===== config.mk =====
export PLATFORM = sky130hd
export DESIGN_NAME = markov_chain_path_sampler
export DESIGN_NICKNAME = d
export VERILOG_FILES = /design/src/design/mcps_pkg.sv /design/src/design/markov_chain_path_sampler.sv /design/src/design/mcps_ram.sv
export SDC_FILE = /design/constraint.sdc
export NUM_CORES = 2
export LEC_CHECK = 0
export BUFFER_PORTS_ARGS = -buffer_cell sky130_fd_sc_hd__buf_2
export CAP_MARGIN = 0
export CORE_MARGIN = 4
export CORE_UTILIZATION = 66
export CTS_BUF_LIST = sky130_fd_sc_hd__clkbuf_4
export DETAILED_ROUTE_END_ITERATION = 7
export PLACE_DENSITY = 0.82
export RECOVER_POWER = 25
export SETUP_SLACK_MARGIN = 0.2
export SLEW_MARGIN = 30
export SYNTH_ARGS = -nofsm -noshare
export SYNTH_HDL_FRONTEND = slang
export SYNTH_MEMORY_MAX_BITS = 65536
export SYNTH_SLANG_ARGS = --single-unit

===== constraint.sdc =====
create_clock -name clk -period 6.8 [get_ports clk]
set_clock_uncertainty 0.15 [all_clocks]
set_input_delay 2.04 -clock clk [delete_from_list [all_inputs] [get_ports clk]]
set_output_delay 2.04 -clock clk [all_outputs]
set_load 0.1 [all_outputs]

===== src/design/mcps_pkg.sv =====
package mcps_pkg;

    // Sizing of the sampler.
    localparam int MAX_STATES = 16;
    localparam int PROB_BITS  = 16;

    // Derived widths: state index, state count, table row (one extra row holds
    // the start vector) and the running sum, which can never wrap.
    localparam int IDX_W  = $clog2(MAX_STATES);
    localparam int CNT_W  = $clog2(MAX_STATES + 1);
    localparam int ROW_W  = $clog2(MAX_STATES + 1);
    localparam int ADDR_W = ROW_W + IDX_W;
    localparam int DEPTH  = (MAX_STATES + 1) * MAX_STATES;
    localparam int ACC_W  = PROB_BITS + IDX_W + 1;

    // Row of the table memory that holds the start vector.
    localparam logic [ROW_W-1:0] START_ROW = ROW_W'(MAX_STATES);

    // Width of the configuration register.
    localparam int CFG_W = 5;

    // Action codes of an input word.
    typedef enum logic [1:0] {
        ACT_LOAD_START = 2'd0,
        ACT_LOAD_TRANS = 2'd1,
        ACT_STEP       = 2'd2,
        ACT_FIRST      = 2'd3
    } action_t;

    // Input word.
    typedef struct packed {
        action_t              action;
        logic [3:0]           row_index;
        logic [3:0]           column_index;
        logic [PROB_BITS-1:0] probability;
        logic [PROB_BITS-1:0] uniform_sample;
    } cmd_t;

    // Result word.
    typedef struct packed {
        logic [4:0] sampled_state;
        logic       not_found;
    } result_t;

endpackage


===== src/design/markov_chain_path_sampler.sv =====
// Channel   | Ports                      | Direction | Handshake
// ----------+----------------------------+-----------+-------------------------
// command   | start, busy, cmd           | in        | taken when start && !busy
// result    | done, result               | out       | valid for the done cycle
// config    | cfg_we, cfg_wdata          | in        | written when cfg_we
//
// A load word writes the table, leaves busy low and produces no result. A
// sample word walks one table row, one entry a cycle, through the single
// table read port and one shared add-and-compare unit: busy stays high for
// the whole walk and done rises in the same cycle as busy falls.
// Reset clears the control state and the current state and sets num_states to
// MAX_STATES; the tables need no clearing pass. The receiver cannot stall.
module markov_chain_path_sampler (
    input  logic                        clk,
    input  logic                        rst_n,
    input  logic                        start,
    output logic                        busy,
    input  mcps_pkg::cmd_t              cmd,
    output logic                        done,
    output mcps_pkg::result_t           result,
    input  logic                        cfg_we,
    input  logic [mcps_pkg::CFG_W-1:0]  cfg_wdata
);

    typedef enum logic {
        S_IDLE,
        S_WALK
    } state_t;

    state_t                           state_reg;
    state_t                           state_next;
    logic [mcps_pkg::CFG_W-1:0]       num_states_reg;
    logic [mcps_pkg::IDX_W-1:0]       cur_state_reg;
    logic [mcps_pkg::IDX_W-1:0]       cur_state_next;
    logic [mcps_pkg::ROW_W-1:0]       row_reg;
    logic [mcps_pkg::ROW_W-1:0]       row_next;
    logic [mcps_pkg::PROB_BITS-1:0]   u_reg;
    logic [mcps_pkg::PROB_BITS-1:0]   u_next;
    logic [mcps_pkg::IDX_W-1:0]       rd_idx_reg;
    logic [mcps_pkg::IDX_W-1:0]       rd_idx_next;
    logic [mcps_pkg::IDX_W-1:0]       cmp_idx_reg;
    logic [mcps_pkg::IDX_W-1:0]       cmp_idx_next;
    logic                             vld_reg;
    logic                             vld_next;
    logic [mcps_pkg::ACC_W-1:0]       sum_reg;
    logic [mcps_pkg::ACC_W-1:0]       sum_next;
    logic                             done_reg;
    logic                             done_next;
    mcps_pkg::result_t                result_reg;
    mcps_pkg::result_t                result_next;

    logic                             accept;
    logic                             wr_en;
    logic [mcps_pkg::ROW_W-1:0]       wr_row;
    logic [mcps_pkg::ADDR_W-1:0]      wr_addr;
    logic [mcps_pkg::ADDR_W-1:0]      rd_addr;
    logic [mcps_pkg::PROB_BITS-1:0]   rd_data;
    logic [mcps_pkg::IDX_W-1:0]       last_idx;
    logic [mcps_pkg::ACC_W-1:0]       sum_add;
    logic                             hit;

    assign accept = start && (state_reg == S_IDLE);
    assign busy   = (state_reg != S_IDLE);
    assign done   = done_reg;
    assign result = result_reg;

    // Load words write the table memory directly; the start vector sits in
    // the extra row above the transition rows.
    assign wr_en  = accept && ((cmd.action == mcps_pkg::ACT_LOAD_START)
                            || (cmd.action == mcps_pkg::ACT_LOAD_TRANS));
    assign wr_row = (cmd.action == mcps_pkg::ACT_LOAD_START) ? mcps_pkg::START_ROW
                  : mcps_pkg::ROW_W'(cmd.row_index);
    assign wr_addr = {wr_row, mcps_pkg::IDX_W'(cmd.column_index)};
    assign rd_addr = {row_reg, rd_idx_reg};

    mcps_ram #(
        .WIDTH (mcps_pkg::PROB_BITS),
        .DEPTH (mcps_pkg::DEPTH)
    ) u_table (
        .clk   (clk),
        .we    (wr_en),
        .waddr (wr_addr),
        .wdata (cmd.probability),
        .raddr (rd_addr),
        .rdata (rd_data)
    );

    // Index of the last state in use, with the register clamped to 1..MAX_STATES.
    always_comb
    begin
        if (num_states_reg == '0)
        begin
            last_idx = '0;
        end
        else if (num_states_reg > mcps_pkg::CFG_W'(mcps_pkg::MAX_STATES))
        begin
            last_idx = mcps_pkg::IDX_W'(mcps_pkg::MAX_STATES - 1);
        end
        else
        begin
            last_idx = mcps_pkg::IDX_W'(num_states_reg - 1'b1);
        end
    end

    // Shared adder and compare: the running sum against the uniform word.
    assign sum_add = sum_reg + mcps_pkg::ACC_W'(rd_data);
    assign hit     = (sum_add >= mcps_pkg::ACC_W'(u_reg));

    // Sequencer: issue one read a cycle and retire one entry a cycle.
    always_comb
    begin
        state_next     = state_reg;
        cur_state_next = cur_state_reg;
        row_next       = row_reg;
        u_next         = u_reg;
        rd_idx_next    = rd_idx_reg;
        cmp_idx_next   = cmp_idx_reg;
        vld_next       = vld_reg;
        sum_next       = sum_reg;
        done_next      = 1'b0;
        result_next    = result_reg;

        case (state_reg)
            S_IDLE:
            begin
                if (accept && ((cmd.action == mcps_pkg::ACT_STEP)
                            || (cmd.action == mcps_pkg::ACT_FIRST)))
                begin
                    state_next   = S_WALK;
                    row_next     = (cmd.action == mcps_pkg::ACT_FIRST) ? mcps_pkg::START_ROW
                                 : mcps_pkg::ROW_W'(cur_state_reg);
                    u_next       = cmd.uniform_sample;
                    rd_idx_next  = '0;
                    cmp_idx_next = '0;
                    vld_next     = 1'b0;
                    sum_next     = '0;
                end
            end
            S_WALK:
            begin
                rd_idx_next = rd_idx_reg + 1'b1;
                vld_next    = 1'b1;
                if (vld_reg)
                begin
                    sum_next     = sum_add;
                    cmp_idx_next = cmp_idx_reg + 1'b1;
                    if (hit || (cmp_idx_reg == last_idx))
                    begin
                        state_next                = S_IDLE;
                        vld_next                  = 1'b0;
                        done_next                 = 1'b1;
                        cur_state_next            = hit ? cmp_idx_reg : last_idx;
                        result_next.sampled_state = 5'(cur_state_next) + 5'd1;
                        result_next.not_found     = !hit;
                    end
                end
            end
            default:
            begin
                state_next = S_IDLE;
            end
        endcase
    end

    // State, configuration and registered outputs.
    always_ff @(posedge clk or negedge rst_n)
    begin
        if (!rst_n)
        begin
            state_reg      <= S_IDLE;
            num_states_reg <= mcps_pkg::CFG_W'(mcps_pkg::MAX_STATES);
            cur_state_reg  <= '0;
            vld_reg        <= 1'b0;
            done_reg       <= 1'b0;
        end
        else
        begin
            state_reg     <= state_next;
            cur_state_reg <= cur_state_next;
            vld_reg       <= vld_next;
            done_reg      <= done_next;
            if (cfg_we)
            begin
                num_states_reg <= cfg_wdata;
            end
        end
    end

    // Datapath registers need no reset.
    always_ff @(posedge clk)
    begin
        row_reg     <= row_next;
        u_reg       <= u_next;
        rd_idx_reg  <= rd_idx_next;
        cmp_idx_reg <= cmp_idx_next;
        sum_reg     <= sum_next;
        result_reg  <= result_next;
    end

endmodule


===== src/design/mcps_ram.sv =====
module mcps_ram #(
    parameter int WIDTH = 16,
    parameter int DEPTH = 256
) (
    input  logic                     clk,
    input  logic                     we,
    input  logic [$clog2(DEPTH)-1:0] waddr,
    input  logic [WIDTH-1:0]         wdata,
    input  logic [$clog2(DEPTH)-1:0] raddr,
    output logic [WIDTH-1:0]         rdata
);

    logic [WIDTH-1:0] mem [DEPTH];

    // One write port and one read port with registered read data.
    always_ff @(posedge clk)
    begin
        if (we)
        begin
            mem[waddr] <= wdata;
        end
        rdata <= mem[raddr];
    end

endmodule


# [Word-level counts from Yosys, hierarchy flattened]
# Memory sizes are Yosys's and may differ from the RTL's. A register that Yosys moved wholly into a read port is not among the register bits.
# Index checks and enable logic that the tools add are counted.
[word_totals] inputBits=51 out_inout_bits=8 ram_bits=4352 reg_bits=68 mem_count=1
[memory_table] name="u_table.mem" depth=272 word_bits=16 read_ports=1 rd_ports_with_merged_regs=1 wr=1 line_no="mcps_ram.sv:13" text="logic [WIDTH-1:0] mem [DEPTH];"
[op_classes] muxes=23 n_eq_ne=6 add_sub_neg=5 n_reduce_logical=12 magnitude_cmp=2 bitwise=1
[op_table] cell="$mux W21" n=2
[op_table] cell="$pmux W21 S2" n=1
[op_table] cell="$add A21 B16 Y21" n=1
[op_table] cell="$ge A21 B16 Y1" n=1
[op_table] cell="$mux W4" n=5
[op_table] cell="$pmux W4 S2" n=2
[op_table] cell="$mux W5" n=2
[op_table] cell="$mux W1" n=9
[op_table] cell="$add A4 B1 Y4 const B" n=2
[op_table] cell="$add A4 B1 Y5 const B" n=1
[op_table] cell="$gt A5 B5 Y1 const B" n=1
[op_table] cell="$logic_not A5 Y1" n=1
[op_table] cell="$eq A2 B2 Y1 const B" n=2
[op_table] cell="$eq A4 B4 Y1" n=1
[op_table] cell="$ne A2 B1 Y1 const B" n=2
[op_table] cell="$pmux W1 S2" n=2
[op_table] cell="$reduce_and A2 Y1" n=2
[op_table] cell="$sub A4 B1 Y4 const B" n=1
[op_table] cell="$logic_and A1 B1 Y1" n=3
[op_table] cell="$logic_or A1 B1 Y1" n=3
[op_table] cell="$reduce_and A3 Y1" n=1
[op_table] cell="$eq A2 B1 Y1 const B" n=1
[op_table] cell="$logic_not A2 Y1" n=1
[op_table] cell="$logic_not A1 Y1" n=1
[op_table] cell="$not A1 Y1" n=1

# [Longest topological paths before layout]
[depth] ltp_word=8 depth_mapped=25

# [Modules after synthesis]
# Synthesis repeated with hierarchy kept, for this count alone.
[unflattened] cells_unflattened=8112 hier_area_um2=171369.4
[by_module_without_submodules] mod="mcps_ram" area_each_um2=167134.0 n_inst=1 cells_per_inst=7724
[by_module_without_submodules] mod="markov_chain_path_sampler" area_each_um2=4235.3 n_inst=1 cells_per_inst=388

# [Least setup slack after synthesis]
# No wires, ideal clock.
[synth_path] path_kind="register to register" startpoint="register sum_reg[4] in the netlist's numbering" endpoint="register result_reg (netlist bit result[3]), data pin" required_ps=6519 stages_incl_launch_ff=24 slack_ps=1679 t_arrival_ps=4840 setup_ps=131 n_path_buf=2 path_cell_list="edfxtp_1 ha_1 a21o_1 a31o_1 o211ai_1 nand3_1 a21o_1 a21o_1 a31oi_1 xnor2_1 ha_1 o211ai_1 o21ai_0 a21oi_1 o21ai_0 or4_4 buf_6 or2_1 buf_6 mux2_4 ha_1 or2_2 a211o_1 nand2_1"
[synth_between] elab_chain_len=4
[synth_rtl] element="from (decl)" line_no="markov_chain_path_sampler.sv:45" text="logic [mcps_pkg::ACC_W-1:0] sum_reg;"
[synth_rtl] element="from (signal assigned)" line_no="markov_chain_path_sampler.sv:196" text="sum_reg <= sum_next;"
[synth_rtl] element="$add A21 B16 Y21" line_no="markov_chain_path_sampler.sv:106" text="assign sum_add = sum_reg + mcps_pkg::ACC_W'(rd_data);"
[synth_rtl] element="named net sum_add (one bit)" line_no="markov_chain_path_sampler.sv:59" text="logic [mcps_pkg::ACC_W-1:0] sum_add;"
[synth_rtl] element="$ge A21 B16 Y1" line_no="markov_chain_path_sampler.sv:107" text="assign hit = (sum_add >= mcps_pkg::ACC_W'(u_reg));"
[synth_rtl] element="$mux W4" line_no="markov_chain_path_sampler.sv:152" text="cur_state_next = hit ? cmp_idx_reg : last_idx;"
[synth_rtl] element="$add A4 B1 Y5" line_no="markov_chain_path_sampler.sv:153" text="result_next.sampled_state = 5'(cur_state_next) + 5'd1;"
[synth_rtl] element="to (signal assigned)" line_no="markov_chain_path_sampler.sv:197" text="result_reg <= result_next;"
[synth_rtl] element="to (decl)" line_no="markov_chain_path_sampler.sv:49" text="mcps_pkg::result_t result_reg;"
# The timed path passes the listed nets, and every way through them passes these cells.
# A chain may end at the register's enable or synchronous reset.

# [Final worst setup path]
[layout_path] startpoint="input port cmd[21] in the netlist's numbering" endpoint="memory u_table.mem[223][5], data pin"
[layout_rtl] element="from (decl)" line_no="markov_chain_path_sampler.sv:18" text="input mcps_pkg::cmd_t cmd,"
[layout_rtl] element="to (decl)" line_no="mcps_ram.sv:13"
# No word-level cell before the write port.

==> results.py <==
metrics = {
    "synth": {
        "synth_top_family_by_area": "multiplexers",
        "synth_compound_area_frac": 0.00584,
        "yosys.area_share.simple": 0.0131,
        "synth_xor_area_frac": 0.00128,
        "syn_avg_cell_area_um2": 24.3,
        "yosys_register_bits": 4436,
        "yosysWarnings": 0,
        "synth_flop_cell": "edfxtp_1",
        "syn_nets": 7126,
        "synth.area.mux_share": 0.188,
        "yosys.area.top_type_share": 0.775,
        "ys_async_sr_fraction": 0.00271,
        "yosys.area.top_type": "edfxtp_1",
        "yosysSeqAreaShare": 0.779,
        "ys_top_cells_by_area": "edfxtp_1, mux4_2, nor2_1",
        "synth_edf_count": 4408,
        "syn_inst": 7038,
        "synthAdderAreaFrac": 0.00276,
        "ys_types": 68,
        "syn_area_um2": 171000,
    },
    "critical_path": {
        "startpoint_type": "input pin",
        "crit_type": "in2reg",
        "crit_buf_inv": 2,
        "cp_slowest_cell": "clkdlybuf4s25_1",
        "max_stage_delay_ns": 3.12,
        "critical_path_arrival_ns": 6.91,
        "rr_startpoint": "sum_reg[0]",
        "crit_chain": "clkbuf_1 > clkdlybuf4s25_1",
        "endpoint_kind": "register",
        "critPathMaxFanout": 88,
        "startpoint": "cmd[21]",
        "crit_family": "buffers and inverters",
        "required_ns": 7.40,
    },
    "sta": {
        "fin_setup_tns_ns": 0,
        "holdWs_ns": 0.412,
        "finalCritPeriodShare": 0.928,
        "hold_violations": 0,
        "finalMaxSlewViolations": 1898,
        "rsz0062_at_grt": "false",
        "setup_viol": 0,
        "worstMarginPinSlew_ns": 5.97,
        "final.min_clock_period_ns": 6.31,
        "setup_ws_ns": 0.488,
        "max_freq_ghz": 0.158,
        "relSlewSlack": -2.98,
    },
    "power": {
        "cellPowerDensity_nw_per_um2": 376,
        "p_leak_uw": 0.0609,
        "irDropWorstVdd_mv": 0.352,
    },
    "clock_network": {
        "cts_tree": "done",
        "post_cts_buffers": 0,
        "cts_buffers": 1139,
        "clk_pin_slew_ns": 0.06,
        "clockRootBuffer": "clkbuf_4",
        "ctsResizeCount": 0,
        "cts_hold_buf": 1,
        "htreeDepth": 7,
        "cts_max_path_buffers": 5,
        "clk_latency_ns": 1.70,
        "cts_sinks": 4436,
    },
    "routing": {
        "routed_wl_um": 472000,
        "postRouteAntennaNets": 0,
        "firstDrtPassIters": 7,
        "drc": 0,
        "drt_iter0_drc": 15900,
        "avgRoutedWirePerCell_um": 38.0,
        "route.vias.total": 90800,
        "routed_via_density": 7.31,
    },
    "place": {
        "dp_slack_ns": 1.12,
        "numPortBuffers": 58,
        "place.gp.congestion": 0.991,
        "dp.final_hpwl_um": 247000,
    },
    "grt": {
        "grt-ovfl-total": 0,
        "grt_max_degree": 185,
        "grt_pass1_vias": 90700,
        "grt_pass1_wl_um": 647000,
        "antenna_found_initial": 42,
        "track_usage": 0.348,
    },
    "job": {
        "maxCapViolCount": 26,
    },
    "finish": {
        "drive_gt1_frac": 0.395,
        "layout.nets": 8390,
        "final_util": 0.743,
        "largest_register_ffs": 4352,
        "area_growth_pct": 11.9,
        "nFillCells": 12700,
    },
    "floorplanning": {
        "die_x_um": 517,
        "rows": 186,
        "core-area_um2": 257000,
        "ios": 59,
        "die_h_um": 517,
        "dieArea_um2": 267000,
        "start_util": 0.664,
    },
    "outcome": {
        "violations": "max-capacitance violations, max-slew violations",
        "outcome": "complete, but fails checks",
    },
    "hold_path": {
        "holdCritPathClass": "reg2reg",
        "hold_path_startpoint": "vld_reg",
    },
}
cells in the mapped netlist (3+ instances only):
cell type and number:
a211oi_1 7, a21boi_0 3, a21o_1 10, a21oi_1 24, a22oi_1 14, a311o_1 3, a31oi_1 5, and2_1 30
and3_1 4, buf_1 76, buf_2 79, buf_4 3, buf_6 4, clkbuf_1 220, dfrtp_1 11, dfxtp_1 16
edfxtp_1 4408, ha_1 36, inv_1 31, mux2_2 17, mux2i_1 52, mux4_2 1392, nand2_1 82, nand2b_1 6
nand3_1 16, nand4_1 9, nor2_1 312, nor2b_1 18, nor3_1 23, o211ai_1 7, o21a_1 6, o21ai_0 15
o22ai_1 32, or2_2 3, xnor2_1 16, xor2_1 9
worst paths after layout:
kind	to	slack, ns	cells past startpoint
hold / removal	vld_reg	0.41	2
hold reg to reg	vld_reg	0.41	2
max in group asynchronous	vld_reg	5.13	2
setup reg to reg	result[3]	1.02	23
setup / recovery	u_table.mem[223][5]	0.49	2
min in group asynchronous	num_states_reg[2]	0.87	2
area by class of cell:
cell class / instances / area, um^2 / share of cell area
Sequential cell: 4436 / 133000 / 0.696
Tap cell: 3384 / 4230 / 0.0222
Multi-Input combinational cell: 2189 / 36100 / 0.189
Clock buffer: 1564 / 11700 / 0.0615
Antenna cell: 36 / 90.1 / 0.000472
Timing Repair Buffer: 505 / 4320 / 0.0226
Clock inverter: 263 / 1360 / 0.00711
Inverter: 31 / 116 / 0.000609
through the flow:
step | power, uW | instances | area, um^2
after global placement | 49000 | 10500 | 178000
after CTS | 71200 | 12400 | 191000
after floorplan | 43200 | 7038 | 171000
after detailed placement | 49500 | 10500 | 178000
after global routing | 74100 | 12400 | 191000
final | 71800 | 12400 | 191000
where the power goes:
part           total (uW)  internal [uW]  switching (uW)  leakage [uW]
clock               21900          11000           10900       0.00789
combinational       19400           8620           10800        0.0131
sequential          30500          30300             150        0.0399
kinds of logic after synthesis:
group | Yosys count
AOI/OAI and AO/OA | 146
xor gates and xnor gates | 25
adders and majority gates | 37
buffers and inverters | 413
DFF | 4436
muxes | 1463
and+or+nand+nor | 518
cells in the final DEF, fill, tap and decap left out, types with 17 or more instances in the layout:
cell / Yosys / layout
buf_12: 0 / 50
clkinv_2: 0 / 34
diode_2: 0 / 36
buf_2: 79 / 38
nor3_1: 23 / 23
clkbuf_1: 220 / 28
o22ai_1: 32 / 26
inv_2: 0 / 20
and2_1: 30 / 27
buf_4: 3 / 373
mux2_2: 17 / 17
clkbuf_4: 0 / 1564
inv_1: 31 / 31
clkinv_1: 0 / 194
nor2_1: 312 / 306
mux4_2: 1392 / 1392
ha_1: 36 / 36
nand2_1: 82 / 78
nor2b_1: 18 / 18
mux2i_1: 52 / 52
a21oi_1: 24 / 24
edfxtp_1: 4408 / 4408
layer usage:
metal  vias to the layer above  part of all wire  GRT usage
li1                      33500                 -          -
met1                     45900              0.31      0.461
met2                      9521              0.48      0.526
met3                      1861              0.14      0.110
met4                        20             0.068      0.190
met5                         -           0.00031          0
Power figures use the tool's default switching activity.
